## config.mk

```make
export PLATFORM = sky130hd
export DESIGN_NAME = page_replacement_nru_aging
export DESIGN_NICKNAME = d
export VERILOG_FILES = /design/src/hw/rtl/prna_pkg.sv /design/src/hw/rtl/page_replacement_nru_aging.sv /design/src/hw/rtl/prna_ram.sv /design/src/hw/rtl/prna_victim.sv
export VERILOG_INCLUDE_DIRS = /design/src /design/src/hw/rtl
export SDC_FILE = /design/constraint.sdc
export NUM_CORES = 1
export LEC_CHECK = 0
export ABC_AREA = 1
export BUFFER_PORTS_ARGS = -buffer_cell sky130_fd_sc_hd__buf_2
export CAP_MARGIN = 20
export CELL_PAD_IN_SITES_DETAIL_PLACEMENT = 1
export CELL_PAD_IN_SITES_GLOBAL_PLACEMENT = 2
export CORE_ASPECT_RATIO = 1.2
export CORE_UTILIZATION = 43
export DETAILED_ROUTE_END_ITERATION = 16
export PLACE_DENSITY_LB_ADDON = 0.12
export SLEW_MARGIN = 20
export SYNTH_ARGS = -nofsm -noshare
export SYNTH_HDL_FRONTEND = slang
export SYNTH_SLANG_ARGS = --single-unit
export TNS_END_PERCENT = 10
```

## constraint.sdc

```tcl
create_clock -name clock -period 4 [get_ports clock]
set_input_delay 0.8 -clock clock [delete_from_list [all_inputs] [get_ports clock]]
set_output_delay 0.8 -clock clock [all_outputs]
set_load 0.01 [all_outputs]
```

## src/hw/rtl/page_replacement_nru_aging_macros.svh

```systemverilog
// assertion macros used by the page replacement top level
`ifndef PAGE_REPLACEMENT_NRU_AGING_MACROS_SVH
`define PAGE_REPLACEMENT_NRU_AGING_MACROS_SVH

// same-cycle implication
`define PRNA_ASSERT_NOW(lbl, clk, rst, ante, cons, msg) \
   lbl: assert property (@(posedge clk) disable iff (rst) (ante) |-> (cons)) \
      else $error(msg);

// next-cycle implication
`define PRNA_ASSERT_NEXT(lbl, clk, rst, ante, cons, msg) \
   lbl: assert property (@(posedge clk) disable iff (rst) (ante) |=> (cons)) \
      else $error(msg);

`endif

```

## src/hw/rtl/prna_pkg.sv

```systemverilog
// types and constants for the page replacement block
package prna_pkg;

   localparam int PAGE_W     = 5;
   localparam int FRAME_W    = 4;
   localparam int AGE_W      = 8;
   localparam int CSR_IDX_W  = 1;
   localparam int CSR_DATA_W = 5;
   localparam int NUM_CLASS  = 3;

   localparam logic [AGE_W-1:0] AGE_TOP = 8'd128;

   localparam logic [CSR_IDX_W-1:0] CSR_POLICY = 1'd0;
   localparam logic [CSR_IDX_W-1:0] CSR_FRAMES = 1'd1;

   localparam logic POLICY_NRU   = 1'b0;
   localparam logic POLICY_AGING = 1'b1;

   localparam logic [CSR_DATA_W-1:0] FRAMES_RESET = 5'd16;

   typedef struct packed {
      logic [PAGE_W-1:0] page;
      logic              is_write;
   } req_type;

   typedef struct packed {
      logic               hit;
      logic [FRAME_W-1:0] frame;
      logic               evicted;
      logic [PAGE_W-1:0]  evicted_page;
   } rsp_type;

   typedef struct packed {
      logic             ref_b;
      logic             mod_b;
      logic [AGE_W-1:0] age;
   } pstate_type;

   typedef struct packed {
      logic              vld;
      logic [PAGE_W-1:0] page;
      pstate_type        st;
   } scan_type;

   typedef struct packed {
      logic              write;
      logic [PAGE_W-1:0] page;
      pstate_type        st;
   } victim_type;

endpackage

```

## src/hw/rtl/page_replacement_nru_aging.sv

```systemverilog
// top level: page replacement with nru and aging policies
//
//  channel | dir | handshake            | payload
//  req     | in  | req_valid/req_ready  | req_data (page, is_write)
//  rsp     | out | rsp_valid/rsp_ready  | rsp_data (hit, frame, evicted, evicted_page)
//  csr     | in  | csr_wr_en            | csr_index, csr_wr_data
//
// one reference at a time; n active frames, pages = min(PAGE_COUNT, 32)
// fetch, scan of n frames, decide, victim write, then nru page write or aging pass, done
// the single read port of the frame table and page-state memories sets the pace
// a page of zero or at or above PAGE_COUNT goes straight to done and returns a zero result
// synchronous reset empties all frames and page state through valid bits, no sweep
// ready again the cycle after the result is loaded, even while it waits in the output register
`include "page_replacement_nru_aging_macros.svh"

module page_replacement_nru_aging #(
   parameter int FRAME_COUNT = 16,
   parameter int PAGE_COUNT  = 32
) (
   input  logic                                 clock,
   input  logic                                 reset,
   input  logic                                 req_valid,
   output logic                                 req_ready,
   input  prna_pkg::req_type                    req_data,
   output logic                                 rsp_valid,
   input  logic                                 rsp_ready,
   output prna_pkg::rsp_type                    rsp_data,
   input  logic                                 csr_wr_en,
   input  logic [prna_pkg::CSR_IDX_W-1:0]       csr_index,
   input  logic [prna_pkg::CSR_DATA_W-1:0]      csr_wr_data
);

   localparam int PAGE_DEPTH = (PAGE_COUNT < (1 << prna_pkg::PAGE_W)) ?
                               PAGE_COUNT : (1 << prna_pkg::PAGE_W);
   localparam int PIDX_W = $clog2(PAGE_DEPTH);
   localparam int FIDX_W = (FRAME_COUNT > 1) ? $clog2(FRAME_COUNT) : 1;
   localparam int CNT_W  = $clog2(FRAME_COUNT + 1);
   localparam int ACNT_W = $clog2(PAGE_DEPTH + 1);
   localparam int PST_W  = $bits(prna_pkg::pstate_type);

   localparam logic [2:0] S_IDLE   = 3'd0;
   localparam logic [2:0] S_FETCH  = 3'd1;
   localparam logic [2:0] S_SCAN   = 3'd2;
   localparam logic [2:0] S_DECIDE = 3'd3;
   localparam logic [2:0] S_VIC    = 3'd4;
   localparam logic [2:0] S_CUR    = 3'd5;
   localparam logic [2:0] S_AGE    = 3'd6;
   localparam logic [2:0] S_DONE   = 3'd7;

   logic [2:0]                        state_ff, state_in;
   logic                              policy_ff, policy_in;
   logic [prna_pkg::CSR_DATA_W-1:0]   frames_ff, frames_in;
   logic [prna_pkg::PAGE_W-1:0]       cur_page_ff, cur_page_in;
   logic                              cur_wr_ff, cur_wr_in;
   prna_pkg::pstate_type              cur_st_ff, cur_st_in;
   logic [CNT_W-1:0]                  n_ff, n_in;
   logic [CNT_W-1:0]                  sc_ff, sc_in;
   logic                              p1_vld_ff, p1_vld_in;
   logic [FIDX_W-1:0]                 p1_idx_ff, p1_idx_in;
   logic                              p2_vld_ff, p2_vld_in;
   logic [FIDX_W-1:0]                 p2_idx_ff, p2_idx_in;
   logic [prna_pkg::PAGE_W-1:0]       p2_page_ff, p2_page_in;
   logic                              hit_fnd_ff, hit_fnd_in;
   logic [FIDX_W-1:0]                 hit_idx_ff, hit_idx_in;
   logic                              free_fnd_ff, free_fnd_in;
   logic [FIDX_W-1:0]                 free_idx_ff, free_idx_in;
   logic [PAGE_DEPTH-1:0]             seen_ff, seen_in;
   logic [PAGE_DEPTH-1:0]             twice_ff, twice_in;
   logic [FRAME_COUNT-1:0]            fval_ff, fval_in;
   logic [PAGE_DEPTH-1:0]             pval_ff, pval_in;
   logic                              frv_ff, frv_in;
   logic                              prv_ff, prv_in;
   prna_pkg::rsp_type                 res_ff, res_in;
   prna_pkg::victim_type              vic_ff, vic_in;
   logic                              vic_we_ff, vic_we_in;
   logic [ACNT_W-1:0]                 acnt_ff, acnt_in;
   logic                              a1_vld_ff, a1_vld_in;
   logic [PIDX_W-1:0]                 a1_page_ff, a1_page_in;
   logic                              rsp_valid_ff, rsp_valid_in;
   prna_pkg::rsp_type                 rsp_data_ff, rsp_data_in;

   logic                              frm_we;
   logic [FIDX_W-1:0]                 frm_waddr;
   logic [prna_pkg::PAGE_W-1:0]       frm_wdata;
   logic [FIDX_W-1:0]                 frm_raddr;
   logic [prna_pkg::PAGE_W-1:0]       frm_rdata;
   logic                              pg_we;
   logic [PIDX_W-1:0]                 pg_waddr;
   prna_pkg::pstate_type              pg_wdata;
   logic [PIDX_W-1:0]                 pg_raddr;
   prna_pkg::pstate_type              pg_rdata;

   logic [prna_pkg::PAGE_W-1:0]       f_page;
   logic [PIDX_W-1:0]                 f_idx;
   logic [PIDX_W-1:0]                 cur_idx;
   logic [PIDX_W-1:0]                 vpg_idx;
   logic [PIDX_W-1:0]                 acnt_idx;
   prna_pkg::pstate_type              pg_eff;
   logic [CNT_W-1:0]                  act_n;
   logic                              page_ok;
   prna_pkg::scan_type                beat;
   logic [FIDX_W-1:0]                 vic_idx;
   prna_pkg::victim_type              vic_info;

   prna_ram #(
      .WIDTH (prna_pkg::PAGE_W),
      .DEPTH (FRAME_COUNT)
   ) u_frame_ram (
      .clock   (clock),
      .wr_en   (frm_we),
      .wr_addr (frm_waddr),
      .wr_data (frm_wdata),
      .rd_addr (frm_raddr),
      .rd_data (frm_rdata)
   );

   prna_ram #(
      .WIDTH (PST_W),
      .DEPTH (PAGE_DEPTH)
   ) u_page_ram (
      .clock   (clock),
      .wr_en   (pg_we),
      .wr_addr (pg_waddr),
      .wr_data (pg_wdata),
      .rd_addr (pg_raddr),
      .rd_data (pg_rdata)
   );

   // unwritten entries read as empty / cleared
   assign f_page   = frv_ff ? frm_rdata : '0;
   assign pg_eff   = prv_ff ? pg_rdata : '0;
   assign f_idx    = f_page[PIDX_W-1:0];
   assign cur_idx  = cur_page_ff[PIDX_W-1:0];
   assign vpg_idx  = vic_info.page[PIDX_W-1:0];
   assign acnt_idx = acnt_ff[PIDX_W-1:0];

   assign beat.vld  = p2_vld_ff;
   assign beat.page = p2_page_ff;
   assign beat.st   = pg_eff;

   prna_victim #(
      .FIDX_W (FIDX_W)
   ) u_victim (
      .clock    (clock),
      .reset    (reset),
      .clear    (state_ff == S_FETCH),
      .policy   (policy_ff),
      .beat     (beat),
      .beat_idx (p2_idx_ff),
      .vic_idx  (vic_idx),
      .vic      (vic_info)
   );

   always_comb begin
      if (frames_ff == '0) begin
         act_n = CNT_W'(1);
      end else if (int'(frames_ff) > FRAME_COUNT) begin
         act_n = CNT_W'(FRAME_COUNT);
      end else begin
         act_n = CNT_W'(frames_ff);
      end
   end

   assign page_ok = (req_data.page != '0) && (int'(req_data.page) < PAGE_COUNT);

   always_comb begin
      state_in     = state_ff;
      policy_in    = policy_ff;
      frames_in    = frames_ff;
      cur_page_in  = cur_page_ff;
      cur_wr_in    = cur_wr_ff;
      cur_st_in    = cur_st_ff;
      n_in         = n_ff;
      sc_in        = sc_ff;
      p1_vld_in    = 1'b0;
      p1_idx_in    = p1_idx_ff;
      p2_vld_in    = 1'b0;
      p2_idx_in    = p2_idx_ff;
      p2_page_in   = p2_page_ff;
      hit_fnd_in   = hit_fnd_ff;
      hit_idx_in   = hit_idx_ff;
      free_fnd_in  = free_fnd_ff;
      free_idx_in  = free_idx_ff;
      seen_in      = seen_ff;
      twice_in     = twice_ff;
      fval_in      = fval_ff;
      pval_in      = pval_ff;
      res_in       = res_ff;
      vic_in       = vic_ff;
      vic_we_in    = vic_we_ff;
      acnt_in      = acnt_ff;
      a1_vld_in    = 1'b0;
      a1_page_in   = a1_page_ff;
      rsp_valid_in = rsp_valid_ff && !rsp_ready;
      rsp_data_in  = rsp_data_ff;

      frm_we    = 1'b0;
      frm_waddr = free_idx_ff;
      frm_wdata = cur_page_ff;
      frm_raddr = sc_ff[FIDX_W-1:0];
      pg_we     = 1'b0;
      pg_waddr  = cur_idx;
      pg_wdata  = cur_st_ff;
      pg_raddr  = req_data.page[PIDX_W-1:0];

      if (csr_wr_en) begin
         unique case (csr_index)
            prna_pkg::CSR_POLICY: policy_in = csr_wr_data[0];
            prna_pkg::CSR_FRAMES: frames_in = csr_wr_data;
            default: ;
         endcase
      end

      unique case (state_ff)
         S_IDLE: begin
            if (req_valid) begin
               cur_page_in = req_data.page;
               cur_wr_in   = req_data.is_write;
               n_in        = act_n;
               if (page_ok) begin
                  state_in = S_FETCH;
               end else begin
                  res_in   = '0;
                  state_in = S_DONE;
               end
            end
         end
         S_FETCH: begin
            // page state of the referenced page arrives here
            cur_st_in   = pg_eff;
            sc_in       = '0;
            hit_fnd_in  = 1'b0;
            free_fnd_in = 1'b0;
            seen_in     = '0;
            twice_in    = '0;
            state_in    = S_SCAN;
         end
         S_SCAN: begin
            if (sc_ff < n_ff) begin
               p1_vld_in = 1'b1;
               p1_idx_in = sc_ff[FIDX_W-1:0];
               sc_in     = sc_ff + CNT_W'(1);
            end
            // frame entry is back: look up its page state next
            p2_vld_in  = p1_vld_ff;
            p2_idx_in  = p1_idx_ff;
            p2_page_in = f_page;
            pg_raddr   = f_idx;
            if (p1_vld_ff) begin
               if (!hit_fnd_ff && (f_page == cur_page_ff)) begin
                  hit_fnd_in = 1'b1;
                  hit_idx_in = p1_idx_ff;
               end
               if (!free_fnd_ff && (f_page == '0)) begin
                  free_fnd_in = 1'b1;
                  free_idx_in = p1_idx_ff;
               end
               if (f_page != '0) begin
                  if (seen_ff[f_idx]) begin
                     twice_in[f_idx] = 1'b1;
                  end
                  seen_in[f_idx] = 1'b1;
               end
            end
            if ((sc_ff == n_ff) && !p1_vld_ff && !p2_vld_ff) begin
               state_in = S_DECIDE;
            end
         end
         S_DECIDE: begin
            res_in    = '0;
            vic_we_in = 1'b0;
            if (hit_fnd_ff) begin
               res_in.hit   = 1'b1;
               res_in.frame = prna_pkg::FRAME_W'(hit_idx_ff);
            end else begin
               frm_we = 1'b1;
               if (free_fnd_ff) begin
                  frm_waddr    = free_idx_ff;
                  res_in.frame = prna_pkg::FRAME_W'(free_idx_ff);
               end else begin
                  frm_waddr           = vic_idx;
                  res_in.frame        = prna_pkg::FRAME_W'(vic_idx);
                  res_in.evicted      = 1'b1;
                  res_in.evicted_page = vic_info.page;
                  vic_in              = vic_info;
                  vic_we_in           = vic_info.write;
                  // victim stays resident only if another active frame holds it
                  if (!twice_ff[vpg_idx]) begin
                     seen_in[vpg_idx] = 1'b0;
                  end
               end
            end
            seen_in[cur_idx] = 1'b1;
            state_in = S_VIC;
         end
         S_VIC: begin
            if (vic_we_ff) begin
               pg_we    = 1'b1;
               pg_waddr = vic_ff.page[PIDX_W-1:0];
               pg_wdata = vic_ff.st;
            end
            state_in = S_CUR;
         end
         S_CUR: begin
            if (policy_ff == prna_pkg::POLICY_NRU) begin
               pg_we    = 1'b1;
               pg_waddr = cur_idx;
               if (res_ff.hit) begin
                  pg_wdata = cur_st_ff;
                  if (cur_wr_ff) begin
                     pg_wdata.mod_b = 1'b1;
                  end else begin
                     pg_wdata.ref_b = 1'b1;
                  end
               end else begin
                  pg_wdata.ref_b = !cur_wr_ff;
                  pg_wdata.mod_b = cur_wr_ff;
                  pg_wdata.age   = res_ff.evicted ? '0 : cur_st_ff.age;
               end
               state_in = S_DONE;
            end else begin
               acnt_in  = ACNT_W'(1);
               state_in = S_AGE;
            end
         end
         S_AGE: begin
            if (acnt_ff < ACNT_W'(PAGE_DEPTH)) begin
               pg_raddr   = acnt_idx;
               a1_vld_in  = seen_ff[acnt_idx];
               a1_page_in = acnt_idx;
               acnt_in    = acnt_ff + ACNT_W'(1);
            end
            // shift in the reference bit of each resident page
            if (a1_vld_ff) begin
               pg_we    = 1'b1;
               pg_waddr = a1_page_ff;
               pg_wdata.mod_b = pg_eff.mod_b;
               if (a1_page_ff == cur_idx) begin
                  pg_wdata.ref_b = 1'b1;
                  pg_wdata.age   = res_ff.evicted ? prna_pkg::AGE_TOP :
                                   {1'b1, pg_eff.age[prna_pkg::AGE_W-1:1]};
               end else begin
                  pg_wdata.ref_b = 1'b0;
                  pg_wdata.age   = {pg_eff.ref_b, pg_eff.age[prna_pkg::AGE_W-1:1]};
               end
            end
            if ((acnt_ff == ACNT_W'(PAGE_DEPTH)) && !a1_vld_ff) begin
               state_in = S_DONE;
            end
         end
         S_DONE: begin
            if (!rsp_valid_ff || rsp_ready) begin
               rsp_valid_in = 1'b1;
               rsp_data_in  = res_ff;
               state_in     = S_IDLE;
            end
         end
         default: state_in = S_IDLE;
      endcase

      if (frm_we) begin
         fval_in[frm_waddr] = 1'b1;
      end
      if (pg_we) begin
         pval_in[pg_waddr] = 1'b1;
      end
      frv_in = fval_ff[frm_raddr];
      prv_in = pval_ff[pg_raddr];
   end

   always_ff @(posedge clock) begin
      if (reset) begin
         state_ff     <= S_IDLE;
         policy_ff    <= prna_pkg::POLICY_NRU;
         frames_ff    <= prna_pkg::FRAMES_RESET;
         fval_ff      <= '0;
         pval_ff      <= '0;
         p1_vld_ff    <= 1'b0;
         p2_vld_ff    <= 1'b0;
         a1_vld_ff    <= 1'b0;
         hit_fnd_ff   <= 1'b0;
         free_fnd_ff  <= 1'b0;
         vic_we_ff    <= 1'b0;
         rsp_valid_ff <= 1'b0;
      end else begin
         state_ff     <= state_in;
         policy_ff    <= policy_in;
         frames_ff    <= frames_in;
         fval_ff      <= fval_in;
         pval_ff      <= pval_in;
         p1_vld_ff    <= p1_vld_in;
         p2_vld_ff    <= p2_vld_in;
         a1_vld_ff    <= a1_vld_in;
         hit_fnd_ff   <= hit_fnd_in;
         free_fnd_ff  <= free_fnd_in;
         vic_we_ff    <= vic_we_in;
         rsp_valid_ff <= rsp_valid_in;
      end
   end

   always_ff @(posedge clock) begin
      cur_page_ff <= cur_page_in;
      cur_wr_ff   <= cur_wr_in;
      cur_st_ff   <= cur_st_in;
      n_ff        <= n_in;
      sc_ff       <= sc_in;
      p1_idx_ff   <= p1_idx_in;
      p2_idx_ff   <= p2_idx_in;
      p2_page_ff  <= p2_page_in;
      hit_idx_ff  <= hit_idx_in;
      free_idx_ff <= free_idx_in;
      seen_ff     <= seen_in;
      twice_ff    <= twice_in;
      frv_ff      <= frv_in;
      prv_ff      <= prv_in;
      res_ff      <= res_in;
      vic_ff      <= vic_in;
      acnt_ff     <= acnt_in;
      a1_page_ff  <= a1_page_in;
      rsp_data_ff <= rsp_data_in;
   end

   assign req_ready = (state_ff == S_IDLE);
   assign rsp_valid = rsp_valid_ff;
   assign rsp_data  = rsp_data_ff;

   `PRNA_ASSERT_NEXT(a_busy_after_accept, clock, reset, req_valid && req_ready, !req_ready, "ready stayed high after an accepted beat")
   `PRNA_ASSERT_NOW(a_scan_drained, clock, reset, state_ff == S_DECIDE, !p1_vld_ff && !p2_vld_ff, "decision taken with scan beats in flight")
   `PRNA_ASSERT_NOW(a_age_in_pass, clock, reset, a1_vld_ff, state_ff == S_AGE, "aging write outside the aging pass")
   `PRNA_ASSERT_NOW(a_victim_on_evict, clock, reset, (state_ff == S_VIC) && vic_we_ff, res_ff.evicted, "victim update without an eviction")
   `PRNA_ASSERT_NOW(a_no_evict_page, clock, reset, rsp_valid && !rsp_data.evicted, rsp_data.evicted_page == '0, "evicted page reported without eviction")

endmodule

```

## src/hw/rtl/prna_ram.sv

```systemverilog
// generic single-write, single-read ram with registered read data
module prna_ram #(
   parameter int WIDTH = 8,
   parameter int DEPTH = 16,
   localparam int ADDR_W = (DEPTH > 1) ? $clog2(DEPTH) : 1
) (
   input  logic              clock,
   input  logic              wr_en,
   input  logic [ADDR_W-1:0] wr_addr,
   input  logic [WIDTH-1:0]  wr_data,
   input  logic [ADDR_W-1:0] rd_addr,
   output logic [WIDTH-1:0]  rd_data
);

   logic [WIDTH-1:0] mem_ff [DEPTH];
   logic [WIDTH-1:0] rd_data_ff;

   always_ff @(posedge clock) begin
      if (wr_en) begin
         mem_ff[wr_addr] <= wr_data;
      end
      rd_data_ff <= mem_ff[rd_addr];
   end

   assign rd_data = rd_data_ff;

endmodule

```

## src/hw/rtl/prna_victim.sv

```systemverilog
// victim tracker: nru class search and aging minimum over the frame scan
module prna_victim #(
   parameter int FIDX_W = 4
) (
   input  logic                  clock,
   input  logic                  reset,
   input  logic                  clear,
   input  logic                  policy,
   input  prna_pkg::scan_type    beat,
   input  logic [FIDX_W-1:0]     beat_idx,
   output logic [FIDX_W-1:0]     vic_idx,
   output prna_pkg::victim_type  vic
);

   localparam int NC = prna_pkg::NUM_CLASS;
   localparam logic [prna_pkg::AGE_W:0] MinInit = {1'b1, {prna_pkg::AGE_W{1'b0}}};

   logic [NC-1:0]                 cls_fnd_ff, cls_fnd_in;
   logic [FIDX_W-1:0]             cls_idx_ff  [NC];
   logic [FIDX_W-1:0]             cls_idx_in  [NC];
   logic [prna_pkg::PAGE_W-1:0]   cls_page_ff [NC];
   logic [prna_pkg::PAGE_W-1:0]   cls_page_in [NC];
   logic [prna_pkg::AGE_W-1:0]    cls_age_ff  [NC];
   logic [prna_pkg::AGE_W-1:0]    cls_age_in  [NC];
   logic [NC-1:0]                 cls_hit;

   logic [prna_pkg::AGE_W:0]      min_val_ff, min_val_in;
   logic [FIDX_W-1:0]             min_idx_ff, min_idx_in;
   logic [prna_pkg::PAGE_W-1:0]   min_page_ff, min_page_in;
   logic                          min_mod_ff, min_mod_in;
   logic [prna_pkg::PAGE_W-1:0]   f0_page_ff, f0_page_in;

   // class order: r0m1, r1m0, r1m1
   assign cls_hit[0] = !beat.st.ref_b && beat.st.mod_b;
   assign cls_hit[1] = beat.st.ref_b && !beat.st.mod_b;
   assign cls_hit[2] = beat.st.ref_b && beat.st.mod_b;

   always_comb begin
      cls_fnd_in  = cls_fnd_ff;
      cls_idx_in  = cls_idx_ff;
      cls_page_in = cls_page_ff;
      cls_age_in  = cls_age_ff;
      min_val_in  = min_val_ff;
      min_idx_in  = min_idx_ff;
      min_page_in = min_page_ff;
      min_mod_in  = min_mod_ff;
      f0_page_in  = f0_page_ff;
      if (clear) begin
         cls_fnd_in = '0;
         min_val_in = MinInit;
      end else if (beat.vld) begin
         for (int c = 0; c < NC; c++) begin
            if (!cls_fnd_ff[c] && cls_hit[c] && (beat.page != '0)) begin
               cls_fnd_in[c]  = 1'b1;
               cls_idx_in[c]  = beat_idx;
               cls_page_in[c] = beat.page;
               cls_age_in[c]  = beat.st.age;
            end
         end
         // strict compare keeps the first frame holding the minimum
         if ({1'b0, beat.st.age} < min_val_ff) begin
            min_val_in  = {1'b0, beat.st.age};
            min_idx_in  = beat_idx;
            min_page_in = beat.page;
            min_mod_in  = beat.st.mod_b;
         end
         if (beat_idx == '0) begin
            f0_page_in = beat.page;
         end
      end
   end

   always_ff @(posedge clock) begin
      if (reset) begin
         cls_fnd_ff <= '0;
         min_val_ff <= MinInit;
      end else begin
         cls_fnd_ff <= cls_fnd_in;
         min_val_ff <= min_val_in;
      end
   end

   always_ff @(posedge clock) begin
      cls_idx_ff  <= cls_idx_in;
      cls_page_ff <= cls_page_in;
      cls_age_ff  <= cls_age_in;
      min_idx_ff  <= min_idx_in;
      min_page_ff <= min_page_in;
      min_mod_ff  <= min_mod_in;
      f0_page_ff  <= f0_page_in;
   end

   always_comb begin
      vic_idx = '0;
      vic     = '0;
      if (policy == prna_pkg::POLICY_NRU) begin
         // no class present falls back to frame 0 without touching its bits
         vic.page = f0_page_ff;
         for (int c = NC - 1; c >= 0; c--) begin
            if (cls_fnd_ff[c]) begin
               vic_idx      = cls_idx_ff[c];
               vic.page     = cls_page_ff[c];
               vic.write    = 1'b1;
               vic.st.ref_b = 1'b0;
               vic.st.mod_b = 1'b0;
               vic.st.age   = cls_age_ff[c];
            end
         end
      end else begin
         vic_idx      = min_idx_ff;
         vic.page     = min_page_ff;
         vic.write    = (min_page_ff != '0);
         vic.st.ref_b = 1'b0;
         vic.st.mod_b = min_mod_ff;
         vic.st.age   = prna_pkg::AGE_TOP;
      end
   end

endmodule
```

==> results of run 1 <==
-- cell type report --
cell class / count / area [um^2] / share of cell area, %
clock buffer: 97 / 2030 / 5.70
clock inverter: 42 / 543 / 1.52
timing repair buffer: 140 / 1090 / 3.06
inverter: 179 / 677 / 1.90
tap: 935 / 1170 / 3.28
multi-input combinational: 1949 / 9510 / 26.7
sequential: 717 / 20600 / 57.8
-- cell families after synthesis --
group           count (synthesis)  synth area share [%]
simple gates                 1436                  19.9
flops                         717                  65.6
compound gates                490                  9.42
buf+inv                       327                  4.32
fa+ha+maj                      17                 0.677
xor+xnor                        6                 0.167
-- stage by stage --
step / setup slack, ns / hold slack (ns)
after global placement: 0.609 / 0.402
after floorplan: 0.465 / 0.400
after global routing: 0.331 / 0.394
after CTS: 0.517 / 0.381
after detailed placement: 0.512 / 0.406
final: 0.515 / 0.402
-- state kept, by name, indices dropped and copies added, names as in the netlist, 12 cells and up --
register              flops
twice_ff                 32
pval_ff                  32
seen_ff                  32
u_victim.cls_idx_ff      12
vic_ff                   14
u_victim.cls_page_ff     15
u_victim.cls_age_ff      24
u_frame_ram.mem_ff       80
fval_ff                  16
u_page_ram.mem_ff       320
-- path summary, 6_finish.rpt --
kind / start / end / slack (ns) / cells after the start
hold / removal: csr_wr_data[4] / frames_ff[4] / 0.40 / 3
setup / recovery: state_ff[2] / u_page_ram.mem_ff[27][1] / 0.52 / 10
setup reg to reg: state_ff[2] / u_page_ram.mem_ff[27][1] / 0.52 / 10
hold reg to reg: res_ff[8] / rsp_data[8] / 0.42 / 0
-- report_power, final --
part / internal (mW) / switching [mW] / leakage, nW / total (mW)
Sequential: 9.23 / 0.532 / 6.47 / 9.76
Clock: 4.28 / 3.04 / 1.25 / 7.32
Combinational: 1.49 / 4.09 / 5.23 / 5.58
-- metal layers --
metal | vias to the layer above | routed length, um | GRT usage (%)
li1 | 10600 | - | -
met1 | 11600 | 40200 | 32.1
met2 | 431 | 51400 | 48.3
met3 | 149 | 3210 | 3.08
met4 | 0 | 2870 | 8.75
met5 | - | 0 | 0
-- worst reg2reg max path: cells and delay by family, from the launching register on --
kind | cells | cell delay (ns)
flip-flops | 1 | 0.62
AND/OR/NAND/NOR | 5 | 1.68
AO/OA/AOI/OAI | 1 | 0.34
buffers and inverters | 4 | 0.47
-- cells in the mapped netlist (all sizes together) --
library cell,instances,area [um^2]
a2111oi,2,17.5
a211oi,2,15.0
a21oi,112,579
a221oi,6,76.3
a22oi,5,37.5
a311oi,1,8.76
a31oi,2,12.5
and2,2,12.5
and3,1,6.26
buf,70,388
clkbuf,78,295
clkinv,1,3.75
dfxtp,93,1860
edfxtp,624,18700
ha,17,213
inv,178,671
nand2,529,2010
nand3,194,971
nand3b,35,263
nand4,17,106
nor2,534,2100
nor3,21,120
nor3b,1,7.51
nor4,7,43.8
o2111ai,6,52.6
o211ai,106,801
o21a,6,45.0
o21ai,213,1070
o21bai,1,7.51
o221ai,19,173
o22ai,7,43.8
o311ai,2,17.5
or2,95,594
xnor2,2,17.5
xor2,4,35.0
==> out/metrics.csv, run 1 <==
stage,metric,value,unit
yosys,cells after synthesis,2993,
floorplan,DIE AREA,74200,um^2
floorplan,Site Rows,108,
placed_design,placed insts,3920,
timing,Max-slew headroom,19.8,%
clocking,CTS Hold Bufs,0,
drt,post-DR vias/cell,5.61,
clocking,clk slew on worst S/H paths,0.06,ns
floorplan,Die Ht,298,um
final_layout,share of layout cells above drive strength 1,11.6,%
placed_design,Placed Area,33000,um^2
yosys,Mapped Area,31400,um^2
timing,fin crit period,3.48,ns
clocking,post-cts resize count,0,
final_layout,Non-Filler Instances,4059,
setup_path,worst path required time,4.25,ns
final_layout,Area Overhead vs Synth,13.3,%
clocking,"Clk Latency, worst-skew pair",0.63,ns
setup_path,CP max FO,28,
timing,final hold vios,0,
setup_path,CP startpoint kind,flop,
final_layout,"commonest non-fill, non-tap cell in the layout",edfxtp_1,
floorplan,Starting Density,43.5,%
floorplan,die width,249,um
final_layout,most frequent cells in the layout,"edfxtp_1, nand2_1, nor2_1",
setup_path,Slowest Stage Delay on Critical Path,0.83,ns
floorplan,io pins,30,
grt,GRT overflow,0,
drt,final wirelength,97600,um
grt,GRT Overall Usage,26.4,%
setup_path,Worst setup EP type,flop,
hold_path,Hold WC Path Type,primary input to flop,
timing,unrepaired setup endpoints after global routing,no,
yosys,"Distinct cells, synth",57,
placed_design,Placer Congestion,0.885,
drt,DR vias,22800,
timing,FMAX,0.287,GHz
yosys,syn_area_per_cell,10.5,um^2
final_layout,final instance area,35600,um^2
setup_path,Top delay family on crit path,simple AND/OR/NAND/NOR gates,
timing,Slew @ Worst Pin,1.20,ns
timing,fin. max-slew vios,0,
yosys,synth warn,0,
drt,Starting DRT DRC Count,1552,
setup_path,crit-path cells,inv_4 -> nor2_8 -> nand2_1 -> nand2_1 -> inv_2 -> a21oi_2 -> inv_1 -> nor2_1 -> inv_1 -> nor2_1,
grt,first-pass GRT wire length,148000,um
timing,Sum Neg Setup Slack,0,ns
yosys,sequential area share after synthesis,65.6,%
drt,mean routed wirelength per cell,24.1,um
placed_design,Post-DP HPWL,66000,um
floorplan,core box area,72300,um^2
drt,"antenna viol nets, final",0,
grt,largest net degree at the start of global routing,89,
pwr,worst ir drop on vdd,0.414,mV
flow_run,max cap viols,0,
clocking,CTS buffer count,75,
timing,Clock Skew,0.0220,ns
timing,Final Setup Violations,0,
setup_path,Slowest cell on crit path,nor2_1,
pwr,total power,22.7,mW
final_layout,nets,3096,
clocking,Clock Root Buffer,clkbuf_16,
timing,period utilisation layout,87.1,%
setup_path,WP buf/inv,4,
final_layout,fill cell count,7816,
drt,1st-pass router iterations,5,
grt,vias in the first global route,23900,
pwr,leak pwr,12.9,nW
final_layout,number of diodes,0,
setup_path,Worst EP arrival,3.73,ns
outcome,outcome,"complete, no violations",
clocking,TritonCTS clock tree,done,
drt,Post-route DRC,0,
final_layout,post-layout util,49.3,%
setup_path,Crit Path Class,flop to flop,
pwr,PwrDens,636,nW/um^2
yosys,syn_nets,3027,
yosys,Yosys reg bits,717,
clocking,number of clock sinks,717,
clocking,clock buffer depth,3,
grt,initial antenna violation count,0,
clocking,H-tree depth,3,
clocking,post-CTS repair timing setup buffer count,0,
placed_design,I/O Buffers,29,
Power figures use the tool's default switching activity.
==> run 2: changes to the inputs <==
--- a/config.mk
+++ b/config.mk
@@ -7,14 +7,15 @@
 export NUM_CORES = 1
 export LEC_CHECK = 0
 export ABC_AREA = 1
-export BUFFER_PORTS_ARGS = -buffer_cell sky130_fd_sc_hd__buf_2
 export CAP_MARGIN = 20
 export CELL_PAD_IN_SITES_DETAIL_PLACEMENT = 1
 export CELL_PAD_IN_SITES_GLOBAL_PLACEMENT = 2
 export CORE_ASPECT_RATIO = 1.2
 export CORE_UTILIZATION = 43
 export DETAILED_ROUTE_END_ITERATION = 16
+export DONT_BUFFER_PORTS = 1
 export PLACE_DENSITY_LB_ADDON = 0.12
+export SKIP_CTS_REPAIR_TIMING = 1
 export SLEW_MARGIN = 20
 export SYNTH_ARGS = -nofsm -noshare
 export SYNTH_HDL_FRONTEND = slang
==> out/metrics.csv, run 2 (synthesis gave the netlist of run 1 again) <==
stage,metric,value,unit
setup_path,Worst setup EP type,flop,
setup_path,CP startpoint kind,flop,
timing,period utilisation layout,85.6,%
floorplan,Die Ht,298,um
final_layout,fill cell count,7816,
drt,1st-pass router iterations,5,
timing,Final Setup Violations,0,
grt,vias in the first global route,23600,
pwr,Reg power frac,43.3,%
final_layout,number of diodes,0,
clocking,TritonCTS clock tree,done,
grt,largest net degree at the start of global routing,64,
grt,met2 Use GR,46.6,%
timing,FMAX,0.292,GHz
timing,Slew @ Worst Pin,1.13,ns
setup_path,Top delay family on crit path,simple AND/OR/NAND/NOR gates,
setup_path,Reg2Reg Depth,18,
clocking,Clock Root Buffer,clkbuf_16,
setup_path,worst path required time,4.36,ns
drt,"antenna viol nets, final",0,
pwr,leak pwr,12.9,nW
pwr,Logic pwr share,24.3,%
placed_design,Post-DP HPWL,65200,um
placed_design,Placer Congestion,0.879,
clocking,CTS buffer count,78,
placed_design,Placed Area,33000,um^2
grt,GRT Overall Usage,26.4,%
clocking,"Clk Latency, worst-skew pair",0.64,ns
grt,first-pass GRT wire length,148000,um
setup_path,Slowest cell on crit path,dfxtp_1,
final_layout,biggest regs,"u_page_ram.mem_ff (320), u_frame_ram.mem_ff (80)",
setup_path,cell mode on critical path,nand2_1,
pwr,PwrDens,636,nW/um^2
setup_path,WP buf/inv,1,
timing,Clock Skew,0.0243,ns
clocking,clk slew on worst S/H paths,0.07,ns
timing,unrepaired setup endpoints after global routing,no,
grt,global route hottest layer,met2,
pwr,total power,22.6,mW
setup_path,crit-path cells,nand2_1 -> nor2_1 -> nor2_1 -> nand2_2 -> nand2_2 -> nand2_1 -> nand2_1 -> nand2_1 -> nand2_1 -> nand2_1 -> nand2_1 -> nor2_4 -> buf_4 -> nand3_1 -> nand2_1 -> nand2_1 -> nand2_1 -> nand2_1,
final_layout,final instance area,35500,um^2
pwr,clock power share,32.5,%
drt,DR vias,22600,
clocking,clock buffer depth,3,
timing,WHS,0.242,ns
timing,Max-slew headroom,24.7,%
setup_path,Crit Path Class,flop to flop,
final_layout,"commonest non-fill, non-tap cell in the layout",edfxtp_1,
timing,fin. max-slew vios,0,
drt,post-DR vias/cell,5.58,
floorplan,io pins,30,
drt,final wirelength,97200,um
timing,Sum Neg Setup Slack,0,ns
flow_run,max cap viols,0,
setup_path,CP max FO,32,
floorplan,Site Rows,108,
pwr,switching share of power,33.4,%
timing,fin crit period,3.43,ns
drt,mean routed wirelength per cell,24.1,um
setup_path,Levels on crit path,18,
drt,Starting DRT DRC Count,1543,
pwr,sw power,7.55,mW
final_layout,Top reg by flops,u_page_ram.mem_ff,
clocking,H-tree depth,3,
floorplan,core box area,72300,um^2
outcome,outcome,"complete, no violations",
drt,Post-route DRC,0,
grt,initial antenna violation count,0,
final_layout,post-layout util,49.2,%
placed_design,I/O Buffers,0,
floorplan,Starting Density,43.5,%
final_layout,max reg flops,320,
grt,met1 Use GR,33.0,%
final_layout,share of layout cells above drive strength 1,10.9,%
timing,final hold vios,0,
clocking,number of clock sinks,717,
setup_path,Worst EP arrival,3.78,ns
final_layout,most frequent cells in the layout,"edfxtp_1, nand2_1, nor2_1",
grt,met3 Track Usage GR,3.62,%
setup_path,Slowest Stage Delay on Critical Path,0.79,ns
grt,GRT overflow,0,
final_layout,nets,3075,
pwr,Power Internal,15.0,mW
floorplan,DIE AREA,74200,um^2
floorplan,die width,249,um
final_layout,Area Overhead vs Synth,13.1,%
pwr,worst ir drop on vdd,0.372,mV
hold_path,Hold Path Depth,1,
hold_path,Hold WC Path Type,primary input to flop,
## run 2: changes by cell type in the layout (fill, tap and decap cells not counted), moves of 3 or more
cell / change
buf_2: -29
clkbuf_16: +7
bufinv_16: -4
buf_4: +4
clkinv_2: +3
## run 2: final cells by class
class	instances	area, um^2	share of cell area (%)
Sequential cell	717	20600	58.0
Tap cell	935	1170	3.29
Clock buffer	108	2240	6.31
Timing Repair Buffer	116	996	2.80
Inverter	179	677	1.90
Multi-Input combinational cell	1949	9520	26.8
Clock inverter	36	339	0.954
## run 2: per-stage QoR
| step | setup WS (ns) | std cells |
|---|---|---|
| after CTS | 0.330 | 4040 |
| after global routing | 0.263 | 4040 |
| after floorplan | 0.465 | 2993 |
| after global placement | 0.439 | 3896 |
| final | 0.575 | 4040 |
| after detailed placement | 0.404 | 3896 |
## run 2: final timing paths
kind,slack [ns],endpoint,startpoint
max,0.57,seen_ff[1],u_victim.cls_fnd_ff[1]
min,0.24,p1_vld_ff,reset
max reg2reg,0.57,seen_ff[1],u_victim.cls_fnd_ff[1]
min reg2reg,0.42,rsp_data[8],res_ff[8]
## run 2: layer usage
| metal | wire [um] | vias up |
|---|---|---|
| met5 | 0 | - |
| met4 | 3110 | 0 |
| met3 | 3970 | 169 |
| met2 | 49300 | 509 |
| met1 | 40800 | 11400 |
| li1 | - | 10500 |
## run 2: power by group through the flow
stage               sequential [mW]  combinational [mW]  clock, mW
finish                         9.77                5.49       7.33
global route                   9.83                6.02       7.72
CTS                            9.75                5.55       7.48
detailed placement             9.91                5.52          0
global placement               9.88                5.37          0
floorplan                      9.67                3.34          0
